<file path="src/hdl/asm_pkg.sv">
// ----------------------------------------------------------------------------
// asm_pkg
// Shared widths, request and status codes for the alarm slot multiplexer.
// ----------------------------------------------------------------------------
package asm_pkg;

	localparam int TIME_W   = 32;
	localparam int REQ_W    = 2;
	localparam int HANDLE_W = 8;
	localparam int SLOT_W   = 4;
	localparam int STATUS_W = 2;

	// largest slot count the handle fields can carry
	localparam int MAX_SLOTS     = 16;
	localparam int DEF_NUM_SLOTS = 16;

	// alarm time that is stored but never selected
	localparam logic [TIME_W-1:0] NEVER_TIME = 32'hFFFF_FFFF;

	typedef enum logic [REQ_W-1:0] {
		REQ_SET    = 2'd0,
		REQ_CANCEL = 2'd1,
		REQ_TICK   = 2'd2
	} req_t;

	typedef enum logic [STATUS_W-1:0] {
		STATUS_OK   = 2'd0,
		STATUS_PAST = 2'd1,
		STATUS_FULL = 2'd2
	} status_t;

	// controller to datapath
	typedef struct packed {
		logic capture;
		logic decide;
		logic scan_step;
		logic commit;
		logic load_out;
	} asm_cmd_t;

	// datapath to controller
	typedef struct packed {
		logic need_sel;
		logic scan_last;
		logic out_free;
	} asm_sts_t;

endpackage

</file>
<file path="src/hdl/asm_req_if.sv">
// ----------------------------------------------------------------------------
// asm_req_if
// Request channel: valid/ready handshake with one request per beat.
// ----------------------------------------------------------------------------
interface asm_req_if;
	import asm_pkg::*;

	logic                valid;
	logic                ready;
	logic [REQ_W-1:0]    req_type;
	logic [TIME_W-1:0]   alarm_time;
	logic [HANDLE_W-1:0] cancel_handle;
	logic [TIME_W-1:0]   current_time;

	modport source (
		output valid, req_type, alarm_time, cancel_handle, current_time,
		input  ready
	);

	modport sink (
		input  valid, req_type, alarm_time, cancel_handle, current_time,
		output ready
	);

endinterface

</file>
<file path="src/hdl/asm_rsp_if.sv">
// ----------------------------------------------------------------------------
// asm_rsp_if
// Response channel: valid/ready handshake with one result per beat.
// ----------------------------------------------------------------------------
interface asm_rsp_if;
	import asm_pkg::*;

	logic                valid;
	logic                ready;
	logic [STATUS_W-1:0] status;
	logic [SLOT_W-1:0]   slot_handle;
	logic                fired;
	logic                active_valid;
	logic [SLOT_W-1:0]   active_handle;
	logic [TIME_W-1:0]   active_time;
	logic [TIME_W-1:0]   remaining;

	modport source (
		output valid, status, slot_handle, fired, active_valid, active_handle,
		       active_time, remaining,
		input  ready
	);

	modport sink (
		input  valid, status, slot_handle, fired, active_valid, active_handle,
		       active_time, remaining,
		output ready
	);

endinterface

</file>
<file path="src/hdl/asm_ctrl.sv">
// ----------------------------------------------------------------------------
// asm_ctrl
// Sequencer: capture, decide, scan of the slot table, drain, commit, result load.
// ----------------------------------------------------------------------------
module asm_ctrl (
	input  logic              clk,
	input  logic              arst_n,
	input  logic              in_valid,
	output logic              in_ready,
	output asm_pkg::asm_cmd_t cmd,
	input  asm_pkg::asm_sts_t sts
);
	import asm_pkg::*;

	typedef enum logic [2:0] {
		S_IDLE,
		S_DECIDE,
		S_SCAN,
		S_DRAIN,
		S_COMMIT,
		S_DONE
	} state_t;

	state_t state_q;

	// state register
	always_ff @(posedge clk or negedge arst_n) begin
		if (!arst_n) begin
			state_q <= S_IDLE;
		end else begin
			unique case (state_q)
				S_IDLE: begin
					if (in_valid) state_q <= S_DECIDE;
				end
				S_DECIDE: begin
					state_q <= sts.need_sel ? S_SCAN : S_DONE;
				end
				S_SCAN: begin
					if (sts.scan_last) state_q <= S_DRAIN;
				end
				S_DRAIN: begin
					state_q <= S_COMMIT;
				end
				S_COMMIT: begin
					state_q <= S_DONE;
				end
				S_DONE: begin
					if (sts.out_free) state_q <= S_IDLE;
				end
				default: state_q <= S_IDLE;
			endcase
		end
	end

	// commands decoded from state
	always_comb begin
		in_ready      = (state_q == S_IDLE);
		cmd.capture   = (state_q == S_IDLE) && in_valid;
		cmd.decide    = (state_q == S_DECIDE);
		cmd.scan_step = (state_q == S_SCAN);
		cmd.commit    = (state_q == S_COMMIT);
		cmd.load_out  = (state_q == S_DONE) && sts.out_free;
	end

endmodule

</file>
<file path="src/hdl/asm_datapath.sv">
// ----------------------------------------------------------------------------
// asm_datapath
// Slot table, occupancy, active alarm registers, earliest-slot scan and the
// result register.
// ----------------------------------------------------------------------------
module asm_datapath #(
	parameter int NUM_SLOTS = asm_pkg::DEF_NUM_SLOTS
) (
	input  logic                          clk,
	input  logic                          arst_n,
	input  asm_pkg::asm_cmd_t             cmd,
	output asm_pkg::asm_sts_t             sts,
	input  logic [asm_pkg::REQ_W-1:0]     in_req_type,
	input  logic [asm_pkg::TIME_W-1:0]    in_alarm_time,
	input  logic [asm_pkg::HANDLE_W-1:0]  in_cancel_handle,
	input  logic [asm_pkg::TIME_W-1:0]    in_current_time,
	output logic                          out_valid,
	input  logic                          out_ready,
	output logic [asm_pkg::STATUS_W-1:0]  out_status,
	output logic [asm_pkg::SLOT_W-1:0]    out_slot_handle,
	output logic                          out_fired,
	output logic                          out_active_valid,
	output logic [asm_pkg::SLOT_W-1:0]    out_active_handle,
	output logic [asm_pkg::TIME_W-1:0]    out_active_time,
	output logic [asm_pkg::TIME_W-1:0]    out_remaining
);
	import asm_pkg::*;

	localparam int IDX_W = (NUM_SLOTS > 1) ? $clog2(NUM_SLOTS) : 1;
	localparam logic [HANDLE_W-1:0] HANDLE_LIMIT = HANDLE_W'(NUM_SLOTS);
	localparam logic [IDX_W-1:0]    LAST_IDX     = IDX_W'(NUM_SLOTS - 1);

	// captured request
	logic [REQ_W-1:0]    req_q;
	logic [TIME_W-1:0]   atime_q;
	logic [HANDLE_W-1:0] handle_q;
	logic [TIME_W-1:0]   now_q;

	// table and active alarm
	logic [TIME_W-1:0]    mem [NUM_SLOTS];
	logic [NUM_SLOTS-1:0] occ_q;
	logic                 act_vld_q;
	logic [IDX_W-1:0]     act_slot_q;
	logic [TIME_W-1:0]    cmp_q;

	// scan state
	logic [IDX_W-1:0]  idx_q;
	logic              vld_s1;
	logic [IDX_W-1:0]  idx_s1;
	logic [TIME_W-1:0] rd_data_s1;
	logic [TIME_W-1:0] best_q;
	logic [IDX_W-1:0]  pick_q;
	logic              found_q;

	// per-request result
	logic [STATUS_W-1:0] res_status_q;
	logic [SLOT_W-1:0]   res_slot_q;
	logic                res_fired_q;
	logic                out_vld_q;

	// lowest free slot
	logic             free_found;
	logic [IDX_W-1:0] free_idx;

	always_comb begin
		free_found = 1'b0;
		free_idx   = '0;
		for (int i = NUM_SLOTS - 1; i >= 0; i--) begin
			if (!occ_q[i]) begin
				free_found = 1'b1;
				free_idx   = IDX_W'(i);
			end
		end
	end

	// request decode
	logic [STATUS_W-1:0]  d_status;
	logic [SLOT_W-1:0]    d_slot;
	logic                 d_fired;
	logic                 d_need_sel;
	logic                 d_wr_en;
	logic [NUM_SLOTS-1:0] d_occ;

	always_comb begin
		d_status   = STATUS_OK;
		d_slot     = '0;
		d_fired    = 1'b0;
		d_need_sel = 1'b0;
		d_wr_en    = 1'b0;
		d_occ      = occ_q;
		unique case (req_q)
			REQ_SET: begin
				if (!(now_q < atime_q)) begin
					d_status = STATUS_PAST;
				end else if (!free_found) begin
					d_status = STATUS_FULL;
				end else begin
					d_wr_en         = 1'b1;
					d_occ[free_idx] = 1'b1;
					d_slot          = SLOT_W'(free_idx);
					d_need_sel      = 1'b1;
				end
			end
			REQ_CANCEL: begin
				if (handle_q < HANDLE_LIMIT) begin
					d_occ[handle_q[IDX_W-1:0]] = 1'b0;
					d_need_sel                 = 1'b1;
				end
			end
			REQ_TICK: begin
				if (act_vld_q && (now_q >= cmp_q)) begin
					d_fired           = 1'b1;
					d_slot            = SLOT_W'(act_slot_q);
					d_occ[act_slot_q] = 1'b0;
					d_need_sel        = 1'b1;
				end
			end
			default: begin
			end
		endcase
	end

	// scan compare on registered read data
	logic take;
	assign take = vld_s1 && occ_q[idx_s1] && (rd_data_s1 < best_q);

	// control state
	always_ff @(posedge clk or negedge arst_n) begin
		if (!arst_n) begin
			occ_q      <= '0;
			act_vld_q  <= 1'b0;
			act_slot_q <= '0;
			cmp_q      <= '0;
			vld_s1     <= 1'b0;
			out_vld_q  <= 1'b0;
		end else begin
			if (cmd.decide) occ_q <= d_occ;
			if (cmd.commit) begin
				act_vld_q  <= found_q;
				act_slot_q <= found_q ? pick_q : '0;
				cmp_q      <= found_q ? best_q : '0;
			end
			vld_s1 <= cmd.scan_step;
			if (cmd.load_out) begin
				out_vld_q <= 1'b1;
			end else if (out_ready) begin
				out_vld_q <= 1'b0;
			end
		end
	end

	// slot table write and scan read
	always_ff @(posedge clk) begin
		if (cmd.decide && d_wr_en) mem[free_idx] <= atime_q;
		if (cmd.scan_step) rd_data_s1 <= mem[idx_q];
	end

	// request capture, scan counters and result payload
	always_ff @(posedge clk) begin
		if (cmd.capture) begin
			req_q    <= in_req_type;
			atime_q  <= in_alarm_time;
			handle_q <= in_cancel_handle;
			now_q    <= in_current_time;
		end
		if (cmd.decide) begin
			res_status_q <= d_status;
			res_slot_q   <= d_slot;
			res_fired_q  <= d_fired;
			idx_q        <= '0;
			best_q       <= NEVER_TIME;
			pick_q       <= '0;
			found_q      <= 1'b0;
		end else begin
			if (cmd.scan_step) begin
				idx_q  <= idx_q + IDX_W'(1);
				idx_s1 <= idx_q;
			end
			if (take) begin
				best_q  <= rd_data_s1;
				pick_q  <= idx_s1;
				found_q <= 1'b1;
			end
		end
		if (cmd.load_out) begin
			out_status        <= res_status_q;
			out_slot_handle   <= res_slot_q;
			out_fired         <= res_fired_q;
			out_active_valid  <= act_vld_q;
			out_active_handle <= act_vld_q ? SLOT_W'(act_slot_q) : '0;
			out_active_time   <= act_vld_q ? cmp_q : '0;
			out_remaining     <= act_vld_q ? (cmp_q - now_q) : '0;
		end
	end

	assign out_valid = out_vld_q;

	// status to controller
	always_comb begin
		sts.need_sel  = d_need_sel;
		sts.scan_last = (idx_q == LAST_IDX);
		sts.out_free  = !out_vld_q || out_ready;
	end

endmodule

</file>
<file path="src/hdl/alarm_slot_multiplexer_core.sv">
// ----------------------------------------------------------------------------
// alarm_slot_multiplexer_core
// Table of alarm slots multiplexed onto one seconds compare value.
// ----------------------------------------------------------------------------
// Each request (set, cancel or tick) yields exactly one result carrying the
// request status, the slot it touched and the now-active alarm with its
// remaining seconds. A set that lands in a slot, a cancel with an in-range
// handle (even of a free slot) and a tick that fires go through the
// earliest-slot reselect, which reads the slot table one entry per cycle
// through its single read port; every other request skips the reselect.
// One request is in work at a time; the result register lets the next
// request be accepted while the previous result still waits on the
// response channel.
module alarm_slot_multiplexer_core #(
	parameter int NUM_SLOTS = asm_pkg::DEF_NUM_SLOTS
) (
	input  logic      clk,
	input  logic      arst_n,
	asm_req_if.sink   req,
	asm_rsp_if.source rsp
);
	import asm_pkg::*;

	asm_cmd_t cmd;
	asm_sts_t sts;

	// sequencer
	asm_ctrl u_ctrl (
		.clk      (clk),
		.arst_n   (arst_n),
		.in_valid (req.valid),
		.in_ready (req.ready),
		.cmd      (cmd),
		.sts      (sts)
	);

	// slot table and result path
	asm_datapath #(
		.NUM_SLOTS (NUM_SLOTS)
	) u_datapath (
		.clk               (clk),
		.arst_n            (arst_n),
		.cmd               (cmd),
		.sts               (sts),
		.in_req_type       (req.req_type),
		.in_alarm_time     (req.alarm_time),
		.in_cancel_handle  (req.cancel_handle),
		.in_current_time   (req.current_time),
		.out_valid         (rsp.valid),
		.out_ready         (rsp.ready),
		.out_status        (rsp.status),
		.out_slot_handle   (rsp.slot_handle),
		.out_fired         (rsp.fired),
		.out_active_valid  (rsp.active_valid),
		.out_active_handle (rsp.active_handle),
		.out_active_time   (rsp.active_time),
		.out_remaining     (rsp.remaining)
	);

endmodule
</file>
<file path="src/flat_wrapper.sv">
// flat-port wrapper written by rule: the top's interface ports become plain ports
module alarm_slot_multiplexer_core_flat import asm_pkg::*;
#(
	parameter int NUM_SLOTS = asm_pkg::DEF_NUM_SLOTS
)
  (clk, arst_n, req_valid, req_req_type, req_alarm_time, req_cancel_handle, req_current_time, req_ready, rsp_valid, rsp_status, rsp_slot_handle, rsp_fired, rsp_active_valid, rsp_active_handle, rsp_active_time, rsp_remaining, rsp_ready);
  asm_req_if req_i ();
  asm_rsp_if rsp_i ();
  input  logic clk;
  input  logic arst_n;
  input wire logic [$bits(req_i.valid)-1:0] req_valid;
  input wire logic [$bits(req_i.req_type)-1:0] req_req_type;
  input wire logic [$bits(req_i.alarm_time)-1:0] req_alarm_time;
  input wire logic [$bits(req_i.cancel_handle)-1:0] req_cancel_handle;
  input wire logic [$bits(req_i.current_time)-1:0] req_current_time;
  output wire logic [$bits(req_i.ready)-1:0] req_ready;
  output wire logic [$bits(rsp_i.valid)-1:0] rsp_valid;
  output wire logic [$bits(rsp_i.status)-1:0] rsp_status;
  output wire logic [$bits(rsp_i.slot_handle)-1:0] rsp_slot_handle;
  output wire logic [$bits(rsp_i.fired)-1:0] rsp_fired;
  output wire logic [$bits(rsp_i.active_valid)-1:0] rsp_active_valid;
  output wire logic [$bits(rsp_i.active_handle)-1:0] rsp_active_handle;
  output wire logic [$bits(rsp_i.active_time)-1:0] rsp_active_time;
  output wire logic [$bits(rsp_i.remaining)-1:0] rsp_remaining;
  input wire logic [$bits(rsp_i.ready)-1:0] rsp_ready;
  assign req_i.valid = req_valid;
  assign req_i.req_type = req_req_type;
  assign req_i.alarm_time = req_alarm_time;
  assign req_i.cancel_handle = req_cancel_handle;
  assign req_i.current_time = req_current_time;
  assign req_ready = req_i.ready;
  assign rsp_valid = rsp_i.valid;
  assign rsp_status = rsp_i.status;
  assign rsp_slot_handle = rsp_i.slot_handle;
  assign rsp_fired = rsp_i.fired;
  assign rsp_active_valid = rsp_i.active_valid;
  assign rsp_active_handle = rsp_i.active_handle;
  assign rsp_active_time = rsp_i.active_time;
  assign rsp_remaining = rsp_i.remaining;
  assign rsp_i.ready = rsp_ready;
  alarm_slot_multiplexer_core #(.NUM_SLOTS(NUM_SLOTS)) u_core (.clk(clk), .arst_n(arst_n), .req(req_i), .rsp(rsp_i));
endmodule
</file>
<file path="config.mk">
export PLATFORM = sky130hd
export DESIGN_NAME = alarm_slot_multiplexer_core_flat
export DESIGN_NICKNAME = d
export VERILOG_FILES = /design/src/hdl/asm_pkg.sv /design/src/hdl/asm_req_if.sv /design/src/hdl/asm_rsp_if.sv /design/src/hdl/asm_ctrl.sv /design/src/hdl/asm_datapath.sv /design/src/hdl/alarm_slot_multiplexer_core.sv /design/src/flat_wrapper.sv
export SDC_FILE = /design/constraint.sdc
export NUM_CORES = 1
export LEC_CHECK = 0
export BUFFER_PORTS_ARGS = -buffer_cell sky130_fd_sc_hd__buf_4
export CAP_MARGIN = 20
export CORE_MARGIN = 5
export CORE_UTILIZATION = 56
export DETAILED_ROUTE_END_ITERATION = 16
export HOLD_SLACK_MARGIN = 0.05
export PLACE_DENSITY_LB_ADDON = 0.12
export SLEW_MARGIN = 20
export SYNTH_ARGS = -nofsm -noshare
export SYNTH_HDL_FRONTEND = slang
export SYNTH_SLANG_ARGS = --single-unit
</file>
<file path="constraint.sdc">
create_clock -name clk -period 11.4 [get_ports clk]
set_input_delay 2.28 -clock clk [delete_from_list [all_inputs] [get_ports clk]]
set_output_delay 2.28 -clock clk [all_outputs]
set_load 0.02 [all_outputs]
</file>
# ---- Yosys cells after proc, flatten, opt, wreduce, memory -nomap -nowiden
# Memories as Yosys holds them, arrays and structs flattened. A register that Yosys moved wholly into a read port is not among the register bits.
# Index checks and enable logic that the tools add are counted.
dict set report totals {
  ram_bits 512
  regBits 260
  input_bits 78
  wordCells 149
  n_memories 1
  output_inout_bits 78
}
# name words word_bits read_ports rd_clocked_by_memory_dff wr line
set memory_table {}
lappend memory_table {u_core.u_datapath.mem 16 32 1 1 1 asm_datapath.sv:40} ;# logic [TIME_W-1:0] mem [NUM_SLOTS];
dict set report classes {
  reduce_logical 19
  n_eq_ne 15
  n_addsub 2
  bitwise 6
  muxes 68
  n_lt_le_gt_ge 11
}
# op count
set ops {}
lappend ops {{4-bit 2-to-1 mux} 20}
lappend ops {{32-bit less-than comparator} 2}
lappend ops {{16-bit 2-to-1 mux} 4}
lappend ops {{16-bit case mux with 3 select lines} 1}
lappend ops {{16-bit bitwise AND} 2}
lappend ops {{32-bit >= comparator} 1}
lappend ops {{32-bit 2-to-1 mux} 1}
lappend ops {{16-bit inverter} 2}
lappend ops {{32-bit subtractor} 1}
lappend ops {{1-bit 2-to-1 mux} 30}
lappend ops {{4-bit by 5-bit less-than comparator with 1-bit output, second input constant} 4}
lappend ops {{3-bit case mux with 6 select lines} 1}
lappend ops {{16-bit OR} 1}
lappend ops {{1-bit demux with 4-bit select} 3}
lappend ops {{4-bit by 1-bit >= comparator with 1-bit output, second input constant} 3}
lappend ops {{3-bit 2-to-1 mux} 4}
lappend ops {{2-bit != test, second input constant} 6}
lappend ops {{1-bit logical AND} 9}
lappend ops {{8-bit by 5-bit less-than comparator with 1-bit output, second input constant} 1}
lappend ops {{4-bit case mux with 2 select lines} 1}
lappend ops {{3-bit by 2-bit == test with 1-bit output, second input constant} 2}
lappend ops {{3-bit == test, second input constant} 2}
lappend ops {{6-bit AND reduction} 1}
lappend ops {{4-bit by 1-bit adder with 4-bit output, second input constant} 1}
lappend ops {{17 further kinds} 18}

# ---- Logic depth before layout (Yosys ltp)
# Gate-level depths: netlist (run 1).
dict set report depth {
  word_depth 24
  mapped_depth 13
  ltp_nobuf 11
}

# ---- By module
# From an unflattened synthesis (run 1), not the netlist that was laid out.
dict set report unflattened {
  cells_unflattened 1983
  hier_area_um2 33299.4
}
# module cells_per_inst area_each_um2 seq_area_each_um2 instances
set modules_own_cells {}
lappend modules_own_cells {asm_datapath 1959 33078.0 23367.4 1}
lappend modules_own_cells {asm_ctrl 24 221.5 75.1 1}

# ---- Worst setup path before layout (run 1)
# OpenSTA, ideal clock, no wires.
dict set report synth_path {
  path_type {input to register}
  from {input port rsp_ready}
  to {register u_core.u_datapath.out_active_handle[0] in the netlist's numbering (enable)}
  n_path_buf 0
  arrival_ps 4227
  setup_time_ps 443
  path_stages 2
  slack_ps 6730
  cell_sequence {nand2b_1 and3_1}
}
# element line
set synth_lines {}
lappend synth_lines {{start: declaration} flat_wrapper.sv:25} ;# input wire logic [$bits(rsp_i.ready)-1:0] rsp_ready;
lappend synth_lines {{end signal: assignment} asm_datapath.sv:190} ;# out_active_handle <= act_vld_q ? SLOT_W'(act_slot_q) : '0;
lappend synth_lines {{end: declaration} asm_datapath.sv:23} ;# output logic [asm_pkg::SLOT_W-1:0] out_active_handle,

# ---- Worst setup path in the final report (run 1)
dict set report layout_path {
  from {register u_core.u_datapath.atime_q[7]}
  to {memory u_core.u_datapath.mem[5][25] (enable)}
}
dict set report layout_via {
  elab_chain_cells 6
}
# element line
set layout_lines {}
lappend layout_lines {{start: declaration} asm_datapath.sv:35} ;# logic [TIME_W-1:0] atime_q;
lappend layout_lines {{start signal: assignment} asm_datapath.sv:162} ;# atime_q <= in_alarm_time;
lappend layout_lines {{32-bit less-than comparator} asm_datapath.sv:93} ;# if (!(now_q < atime_q)) begin
lappend layout_lines {{1-bit 2-to-1 mux} asm_datapath.sv:93}
lappend layout_lines {{1-bit 2-to-1 mux} asm_datapath.sv:91} ;# unique case (req_q)
lappend layout_lines {{1-bit logical AND} asm_datapath.sv:154} ;# if (cmd.decide && d_wr_en) mem[free_idx] <= atime_q;
lappend layout_lines {{1-bit 2-to-1 mux} asm_datapath.sv:154}
lappend layout_lines {{1-bit 2-to-1 mux (not written as such)} asm_datapath.sv:154}
lappend layout_lines {{end: declaration} asm_datapath.sv:40}
# No other way between the ends.

==> results of run 1 <==
## registers in the layout, summed over array words and instances (netlist names), 8 cells and up
register,count
u_core.u_datapath.mem,512
u_core.u_datapath.atime_q,32
u_core.u_datapath.best_q,32
u_core.u_datapath.cmp_q,32
u_core.u_datapath.now_q,32
u_core.u_datapath.out_active_time,32
u_core.u_datapath.out_remaining,32
u_core.u_datapath.rd_data_s1,32
u_core.u_datapath.occ_q,16
u_core.u_datapath.handle_q,8
## layout make-up
| cell class | instances | area share |
|---|---|---|
| well taps | 773 | 0.0251 |
| flip-flops and latches | 804 | 0.609 |
| multi-input cells | 1005 | 0.247 |
| inverters | 120 | 0.0117 |
| clock inverters | 54 | 0.0148 |
| clock buffers | 95 | 0.0557 |
| repair buffers | 186 | 0.0366 |
| diodes | 6 | 0.000390 |
## placed cells by master, fill, tap and decap left out, types with 12 or more instances in the layout
cell	count
clkinv_1	24
dfrtp_1	58
nand2_1	134
buf_4	185
nor3_1	25
nor4_1	14
inv_1	119
nor2_1	56
edfxtp_1	705
or3_1	12
and2_1	36
clkinv_2	12
nand4_1	22
dfxtp_1	37
clkbuf_16	83
o211ai_1	71
o21ai_0	66
ha_1	99
nor2_4	16
a21o_1	34
mux4_2	165
nand3_1	28
a21oi_1	41
## worst paths after layout
check | from | to | slack, ns | cells past startpoint
setup / recovery | u_core.u_datapath.atime_q[7]$_DFFE_PP_ | u_core.u_datapath.mem[5][25]$_DFFE_PP_ | 6.64 | 11
hold / removal | u_core.u_datapath.res_fired_q$_SDFFCE_PN0N_ | u_core.u_datapath.out_fired$_DFFE_PP_ | 0.41 | 0
setup reg to reg | u_core.u_datapath.atime_q[7]$_DFFE_PP_ | u_core.u_datapath.mem[5][25]$_DFFE_PP_ | 6.64 | 11
hold reg to reg | u_core.u_datapath.res_fired_q$_SDFFCE_PN0N_ | u_core.u_datapath.out_fired$_DFFE_PP_ | 0.41 | 0
max in group asynchronous | arst_n | u_core.u_datapath.cmp_q[28]$_DFFE_PN0P_ | 9.14 | 1
min in group asynchronous | arst_n | u_core.u_ctrl.state_q[1]$_DFFE_PN0P_ | 1.74 | 1
## worst max-delay path, delay by kind of cell, from the launching register on
kind,cells,cell delay [ns]
buffers and inverters,2,0.51
AOI/OAI and AO/OA,4,1.14
adders and majority gates,1,0.32
and+or+nand+nor,4,1.83
DFF,1,0.61
## per-layer routing
metal | global-route usage | vias up | routed length, um
li1 | - | 8320 | -
met1 | 0.358 | 9573 | 33300
met2 | 0.361 | 750 | 35200
met3 | 0.0556 | 135 | 6630
met4 | 0.0658 | 0 | 2180
met5 | 0 | - | 0
## through the flow
stage | cell area, um2 | hold WS (ns) | setup WS [ns] | total power [uW]
floorplan | 33600 | 0.400 | 6.73 | 4590
global placement | 35800 | 0.402 | 6.89 | 5070
detailed placement | 35800 | 0.405 | 6.72 | 5100
CTS | 38500 | 0.418 | 6.70 | 7800
global route | 38500 | 0.422 | 6.36 | 8050
finish | 38500 | 0.414 | 6.64 | 7740
## logic make-up after synthesis
kind of cell	count (synthesis)	synth area share
simple gates	403	0.0598
flops	804	0.698
buf+inv	207	0.0234
fa+ha+maj	100	0.0375
compound gates	312	0.0635
mux	174	0.113
xor+xnor	16	0.00417
## power by group
group	leakage [uW]	total [uW]	switching [uW]	internal, uW
clock	0.00133	2700	1110	1600
combinational	0.00477	1290	777	509
sequential	0.00752	3750	216	3530
total	0.0136	7740	2100	5640
==> impl_metrics.csv, run 1 <==
group,metric,value,unit
outcome,run_status,"finished with violations",
outcome,violations,"antenna violations",
cts,cts_setup_buffers,0,
sta,relSlewSlack,0.317,
cts,htree_levels,3,
global_routing,grt.total_usage,0.239,
synth,synth_most_common_cell,"edfxtp_1",
layout,area.growth.synth_to_final,14.7,%
sta,fmax,0.210,GHz
sta,final.period_utilization,0.417,
job,maxCapViolCount,0,
synth,synth.area.top_cells,"edfxtp_1 63%, mux4_2 11%, dfrtp_1 4.3%",
pwr,vdd_ir_drop_max,0.000165,V
synth,ys.warnings.count,0,
global_routing,grt_pass1_vias,18500,
synth,synthCells,2016,
die,dieArea,65000,um2
worst_setup_path,crit_top_cell,"a2111oi_0",
layout,drive_gt1_frac,0.225,
sta,hold_viol,0,
sta,tightestPinTransition,1.02,ns
synth,postSynthAreaPerCell,16.7,um2
cts,ctsHoldBuffers,0,
die,io_pins,156,
die,die_h,255,um
pwr,p_leak,0.0136,uW
synth,synth_top_cell_area_share,0.631,
synth,synth_edf_count,705,
synth,synthArstFlopShare,0.0721,
routing,drtAntennaViolNets,1,
place,portBuffers,155,
cts,postCtsResizedCells,0,
sta,skew,0.0187,ns
place,gp_congestion,0.921,
die,rows,89,
synth,synth.distinct_cells,70,
worst_setup_path,cp_slowest_cell,"or3_1",
synth,synthesis.area,33600,um2
sta,grt_setup_unrepaired,"no",
worst_setup_path,path_class,"reg2reg",
cts,path_clk_slew,0.06,ns
min_path,hold_path.class,"reg2reg",
cts,cts_buffers,81,
synth,synth.largest_area_cell,"edfxtp_1",
cts,numClockSinks,804,
routing,vias,18800,
layout,fill_cells,4108,
cts,cts_buffer_depth,3,
routing,detail_route.wl_per_cell,25.4,um
routing,avgViaCountPerCell,6.17,
synth,ys_seq_elements,804,
sta,setup_viol,0,
layout,multi_input_area,9490,um2
pwr,powerDensity,201,nW/um2
place,place_inst,2888,
die,initial_utilization,0.567,
worst_setup_path,critPathArrivalTime,5.06,ns
worst_setup_path,path_max_fanout,17,
die,fp.coreArea,59200,um2
routing,first_pass_iters,5,
global_routing,antenna_found_initial,8,
layout,nets,2376,
synth,synth_nets,2194,
place,dp_hpwl,49000,um
sta,period_minus_slack,4.76,ns
layout,utilization,0.650,
worst_setup_path,cp.required,11.70,ns
layout,final_cells,3043,
worst_setup_path,worstPathCellList,"inv_1, ha_1, a2111oi_0, nand2_1, a31oi_1, a2111oi_0, o21ai_0, nand4_1, or3_1, nor2_4, buf_4",
cts,clock-root-buffer,"clkbuf_16",
cts,clock_latency,0.63,ns
worst_setup_path,max_stage_delay,0.67,ns
worst_setup_path,critPathCaptureType,"register",
cts,cts_tree,"yes",
layout,regArea,23500,um2
synth,synth-main-ff-cell,"edfxtp_1",
routing,drt_iter0_drc,1757,
global_routing,grt_max_degree,104,
global_routing,grt_pass1_wl,115000,um
synth,seq_area_frac_synth,0.698,
synth,ys_top_cells_by_count,"705 x edfxtp_1, 165 x mux4_2, 134 x nand2_1, 119 x inv_1, 99 x ha_1",
sta,setup_tns,0,ns
worst_setup_path,start_kind,"register",
sta,finalMaxSlewViolations,0,
routing,drc_errors,0,
global_routing,overflow,0,
routing,routed_wl,77400,um
die,die_x,255,um
Note: power is estimated with default switching activity, not from simulation.
==> run 2, diff against run 1 <==
clock period = 4.93 ns   (was 11.4 ns; I/O delays follow)
==> impl_metrics.csv, run 2 (synthesis results as in run 1) <==
group,metric,value,unit
cts,cts_buffer_depth,3,
global_routing,grt_pass1_vias,18700,
worst_setup_path,critPathArrivalTime,4.60,ns
cts,cts_tree,"yes",
worst_setup_path,critPathCaptureType,"register",
cts,cts_setup_buffers,0,
pwr,vdd_ir_drop_max,0.000294,V
die,fp.coreArea,59200,um2
global_routing,antenna_found_initial,2,
sta,relSlewSlack,0.406,
job,maxCapViolCount,0,
global_routing,grt_max_degree,74,
sta,period_minus_slack,4.34,ns
pwr,intPower,13000,uW
pwr,combPwrFrac,0.171,
min_path,hold_path.class,"in2async",
die,io_pins,156,
layout,largest_reg_flops,512,
routing,routed_wl,78000,um
worst_setup_path,path_class,"reg2reg",
sta,tightestPinTransition,0.891,ns
cts,path_clk_slew,0.07,ns
layout,design_area,38800,um2
place,placed_area,36100,um2
sta,skew,0.0209,ns
sta,hold_viol,0,
die,initial_utilization,0.567,
global_routing,overflow,0,
sta,fmax,0.230,GHz
routing,drc_errors,0,
routing,first_pass_iters,5,
sta,setup_tns,0,ns
die,die_h,255,um
sta,final.period_utilization,0.880,
layout,area.growth.synth_to_final,15.5,%
cts,cts_buffers,83,
layout,drive_gt1_frac,0.231,
layout,nets,2390,
die,dieArea,65000,um2
pwr,powerDensity,461,nW/um2
die,rows,89,
pwr,p_seq_frac,0.484,
pwr,power_switching,4880,uW
routing,avgViaCountPerCell,6.15,
layout,final_common_cell,"edfxtp_1",
outcome,run_status,"finished clean",
cts,htree_levels,3,
cts,numClockSinks,804,
worst_setup_path,worst_r2r_path_depth,11,
global_routing,grt.total_usage,0.241,
pwr,p_clk_frac,0.345,
worst_setup_path,cp.required,5.20,ns
pwr,p_leak,0.0137,uW
worst_setup_path,r2r_start,"u_core.u_datapath.atime_q[4]$_DFFE_PP_",
pwr,power_switching_share,0.273,
place,portBuffers,155,
worst_setup_path,path_max_fanout,24,
place,dp_hpwl,50300,um
sta,grt_setup_unrepaired,"no",
cts,clock_latency,0.63,ns
cts,postCtsResizedCells,0,
worst_setup_path,crit_path_end,"u_core.u_datapath.mem[7][21]$_DFFE_PP_",
worst_setup_path,rrSetupSlack,0.59,ns
routing,detail_route.wl_per_cell,25.6,um
global_routing,grt_pass1_wl,117000,um
routing,drtAntennaViolNets,0,
routing,drt_iter0_drc,1853,
layout,final_cell_mix,"705 x edfxtp_1, 179 x buf_4, 165 x mux4_2, 134 x nand2_1, 119 x inv_1",
worst_setup_path,r2r-end,"u_core.u_datapath.mem[7][21]$_DFFE_PP_",
routing,vias,18800,
place,gp_congestion,0.913,
die,die_x,255,um
sta,finalMaxSlewViolations,0,
worst_setup_path,start_kind,"register",
cts,ctsHoldBuffers,0,
sta,whs,0.419,ns
worst_setup_path,crit_start,"u_core.u_datapath.atime_q[4]$_DFFE_PP_",
layout,utilization,0.655,
cts,clock-root-buffer,"clkbuf_16",
layout,regMostFlops,"u_core.u_datapath.mem",
sta,setup_viol,0,
==> run 2: final cells by class <==
class                           count  area, um2
Tap cell                          773        967
Sequential cell                   804      23500
Clock inverter                     44        473
Inverter                          120        450
Multi-Input combinational cell   1005       9490
Timing Repair Buffer              198       1730
Fill cell                        4041      20500
Antenna cell                        1       2.50
Clock buffer                      104       2210
==> run 2: worst max-delay path, cell delays in order, from the launching register on <==
cell and delay [ns]:
edfxtp_1 0.63, inv_1 0.09, ha_1 0.22, a2111oi_0 0.51, nand2_1 0.09, a31oi_1 0.16
a2111oi_0 0.09, o21ai_0 0.42, nand4_1 0.46, or3_1 0.68, nor2_4 0.18, buf_4 0.43
==> run 2: power groups by stage <==
stage	registers [uW]	clock network [uW]	logic [uW]
floorplan	8800	0	1820
global placement	8750	0	3030
detailed placement	8790	0	3050
CTS	8650	6280	3070
global route	8720	6580	3310
finish	8650	6170	3060
==> run 2: per-layer routing <==
layer,GRT usage,share of wire,wire length (um),up-vias
met5,0,0,0,-
met4,0.0670,0.028,2220,0
met3,0.0332,0.071,5510,128
met2,0.368,0.46,35800,742
met1,0.373,0.44,34500,9544
li1,-,-,-,8351
==> run 2: worst min path at each step <==
| stage | startpoint | to | cells past startpoint |
|---|---|---|---|
| after floorplan | u_core.u_datapath.res_fired_q$_SDFFCE_PN0N_ | u_core.u_datapath.out_fired$_DFFE_PP_ | 0 |
| after global placement | u_core.u_datapath.res_slot_q[3]$_DFFE_PN_ | u_core.u_datapath.out_slot_handle[3]$_DFFE_PP_ | 0 |
| after detailed placement | u_core.u_datapath.res_fired_q$_SDFFCE_PN0N_ | u_core.u_datapath.out_fired$_DFFE_PP_ | 0 |
| after CTS | u_core.u_datapath.res_fired_q$_SDFFCE_PN0N_ | u_core.u_datapath.out_fired$_DFFE_PP_ | 0 |
| after global routing | u_core.u_datapath.res_status_q[0]$_SDFFCE_PN0N_ | u_core.u_datapath.out_status[0]$_DFFE_PP_ | 0 |
| final | arst_n | u_core.u_datapath.occ_q[14]$_DFFE_PN0P_ | 1 |
==> run 2: metrics by stage <==
step	power, uW	setup WS (ns)	cells
2_1_floorplan	10600	0.603	2016
5_1_grt	18600	0.298	3048
4_1_cts	18000	0.614	3047
3_5_place_dp	11800	0.645	2899
3_3_place_gp	11800	0.875	2899
6_report	17900	0.592	3049
==> run 3, diff against run 2 <==
CTS_CLUSTER_DIAMETER = 30   (was default)
SYNTH_HIERARCHICAL = 1   (was default)
==> impl_metrics.csv, run 3 <==
group,metric,value,unit
synth,ys_seq_elements,804,
die,die_x,254,um
cts,clock-root-buffer,"clkbuf_16",
pwr,vdd_ir_drop_max,0.000754,V
cts,cts_buffers,145,
worst_setup_path,critPathBufInv,2,
place,dp_hpwl,49000,um
sta,period_minus_slack,4.34,ns
layout,regMostFlops,"u_core/u_datapath/mem",
job,maxCapViolCount,0,
synth,seq_area_frac_synth,0.704,
synth,synth-main-ff-cell,"edfxtp_1",
layout,nets,2423,
outcome,run_status,"finished clean",
die,io_pins,156,
place,portBuffers,155,
place,place_inst,2871,
synth,synthCells,1983,
synth,synth_edf_count,705,
cts,cts_setup_buffers,0,
routing,drc_errors,0,
synth,synth_top_cell_area_share,0.636,
synth,synth_most_common_cell,"edfxtp_1",
routing,first_pass_iters,5,
routing,drtAntennaViolNets,0,
routing,routed_wl,78900,um
synth,synthArstFlopShare,0.0721,
sta,grt_setup_unrepaired,"no",
global_routing,grt.total_usage,0.249,
pwr,powerDensity,530,nW/um2
global_routing,grt_pass1_wl,119000,um
cts,postCtsResizedCells,0,
worst_setup_path,start_kind,"register",
synth,synth.area.mux_share,0.115,
synth,yosys.area_share.simple,0.0560,
layout,final_cells,3140,
synth,synthesis.area,33300,um2
routing,vias,19000,
worst_setup_path,critPathArrivalTime,4.73,ns
cts,clock_latency,0.72,ns
synth,synth_top_family_by_area,"multiplexers",
synth,ys_top_cells_by_count,"705 x edfxtp_1, 164 x mux4_2, 150 x inv_1, 113 x nor2_1, 99 x ha_1",
synth,synth.distinct_cells,77,
place,placed_area,35800,um2
sta,setup_tns,0,ns
worst_setup_path,path_delay_family,"compound AO/OA/AOI/OAI gates",
cts,cts_tree,"yes",
sta,tightestPinTransition,1.06,ns
synth,synthAdderAreaFrac,0.0378,
synth,synth_xor_area_frac,0.00579,
layout,fill_cells,3813,
synth,synth.largest_area_cell,"edfxtp_1",
sta,fmax,0.230,GHz
sta,final.period_utilization,0.881,
routing,avgViaCountPerCell,6.05,
worst_setup_path,cp.required,5.32,ns
synth,ys.warnings.count,6,
cts,numClockSinks,804,
sta,hold_viol,0,
worst_setup_path,max_stage_delay,0.65,ns
layout,area.growth.synth_to_final,22.2,%
worst_setup_path,worstPathCellList,"inv_1, ha_1, a21oi_1, o21ai_0, a22oi_1, a32oi_1, a311oi_2, and3_1, or3b_2, nor2_4, buf_12",
worst_setup_path,path_class,"reg2reg",
global_routing,grt_pass1_vias,19300,
sta,relSlewSlack,0.294,
cts,htree_levels,4,
sta,setup_viol,0,
layout,regArea,23500,um2
synth,synth.area.top_cells,"edfxtp_1 64%, mux4_2 11%, dfrtp_1 4.4%",
layout,design_area,40700,um2
synth,synth_compound_area_frac,0.0547,
layout,multi_input_area,9110,um2
cts,path_clk_slew,0.05,ns
worst_setup_path,path_max_fanout,32,
worst_setup_path,cp_slowest_cell,"edfxtp_1",
pwr,p_leak,0.0145,uW
global_routing,grt_max_degree,78,
die,initial_utilization,0.565,
sta,skew,0.0268,ns
synth,synth_nets,2161,
layout,final_cell_mix,"705 x edfxtp_1, 180 x buf_4, 164 x mux4_2, 149 x inv_1, 146 x clkbuf_16",
routing,drt_iter0_drc,1790,
layout,largest_reg_flops,512,
cts,cts_buffer_depth,3,
place,gp_congestion,0.923,
global_routing,antenna_found_initial,6,
layout,drive_gt1_frac,0.272,
sta,finalMaxSlewViolations,0,
die,die_h,254,um
pwr,power.total,21600,uW
die,rows,89,
layout,final_common_cell,"edfxtp_1",
die,dieArea,64400,um2
die,fp.coreArea,58900,um2
routing,detail_route.wl_per_cell,25.1,um
cts,ctsHoldBuffers,0,
worst_setup_path,critPathCaptureType,"register",
min_path,hold_path.class,"in2async",
global_routing,overflow,0,
synth,postSynthAreaPerCell,16.8,um2
run 3: final cells by class:
| cell class | count | share of cell area |
|---|---|---|
| diodes | 1 | 0.0000615 |
| clock buffers | 163 | 0.0924 |
| clock inverters | 105 | 0.0285 |
| inverters | 150 | 0.0138 |
| multi-input cells | 948 | 0.224 |
| flip-flops and latches | 804 | 0.576 |
| well taps | 773 | 0.0238 |
| repair buffers | 196 | 0.0411 |
run 3: report_power, final:
group	internal, uW	switching, uW
registers	8190	477
logic	1230	1860
clock network	6350	3450
total	15800	5790
run 3: through the flow:
| stage | util | setup slack (ns) | hold slack (ns) |
|---|---|---|---|
| after floorplan | - | 0.0210 | 0.400 |
| after global placement | 0.607 | 0.745 | 0.414 |
| after detailed placement | 0.607 | 0.614 | 0.415 |
| after CTS | 0.691 | 0.612 | 0.350 |
| after global routing | 0.691 | 0.490 | 0.405 |
| final | 0.691 | 0.585 | 0.354 |
run 3: final timing paths:
check,startpoint,endpoint,slack [ns],depth (start not counted)
max,u_core/u_datapath/atime_q[17]$_DFFE_PP_,u_core/u_datapath/mem[10][17]$_DFFE_PP_,0.59,11
min,arst_n,u_core/u_datapath/occ_q[14]$_DFFE_PN0P_,0.35,1
max reg2reg,u_core/u_datapath/atime_q[17]$_DFFE_PP_,u_core/u_datapath/mem[10][17]$_DFFE_PP_,0.59,11
min reg2reg,u_core/u_datapath/res_status_q[0]$_SDFFCE_PN0P_,u_core/u_datapath/out_status[0]$_DFFE_PP_,0.42,0
max in group asynchronous,arst_n,u_core/u_datapath/cmp_q[25]$_DFFE_PN0P_,4.06,1
min in group clk,u_core/u_datapath/res_status_q[0]$_SDFFCE_PN0P_,u_core/u_datapath/out_status[0]$_DFFE_PP_,0.42,0
run 3: per-layer routing:
metal | global-route usage | vias up | part of all wire
met4 | 0.0861 | 0 | 0.028
met5 | 0 | - | 0
met3 | 0.0506 | 149 | 0.077
met1 | 0.361 | 9676 | 0.42
li1 | - | 8359 | -
met2 | 0.387 | 814 | 0.47
run 3: kinds of logic after synthesis:
logic type               count (synthesis)
adder cells (fa/ha/maj)                100
XOR/XNOR                                22
multiplexers                           176
flip-flops                             804
AND/OR/NAND/NOR                        378
buffers and inverters                  231
AO/OA/AOI/OAI                          272
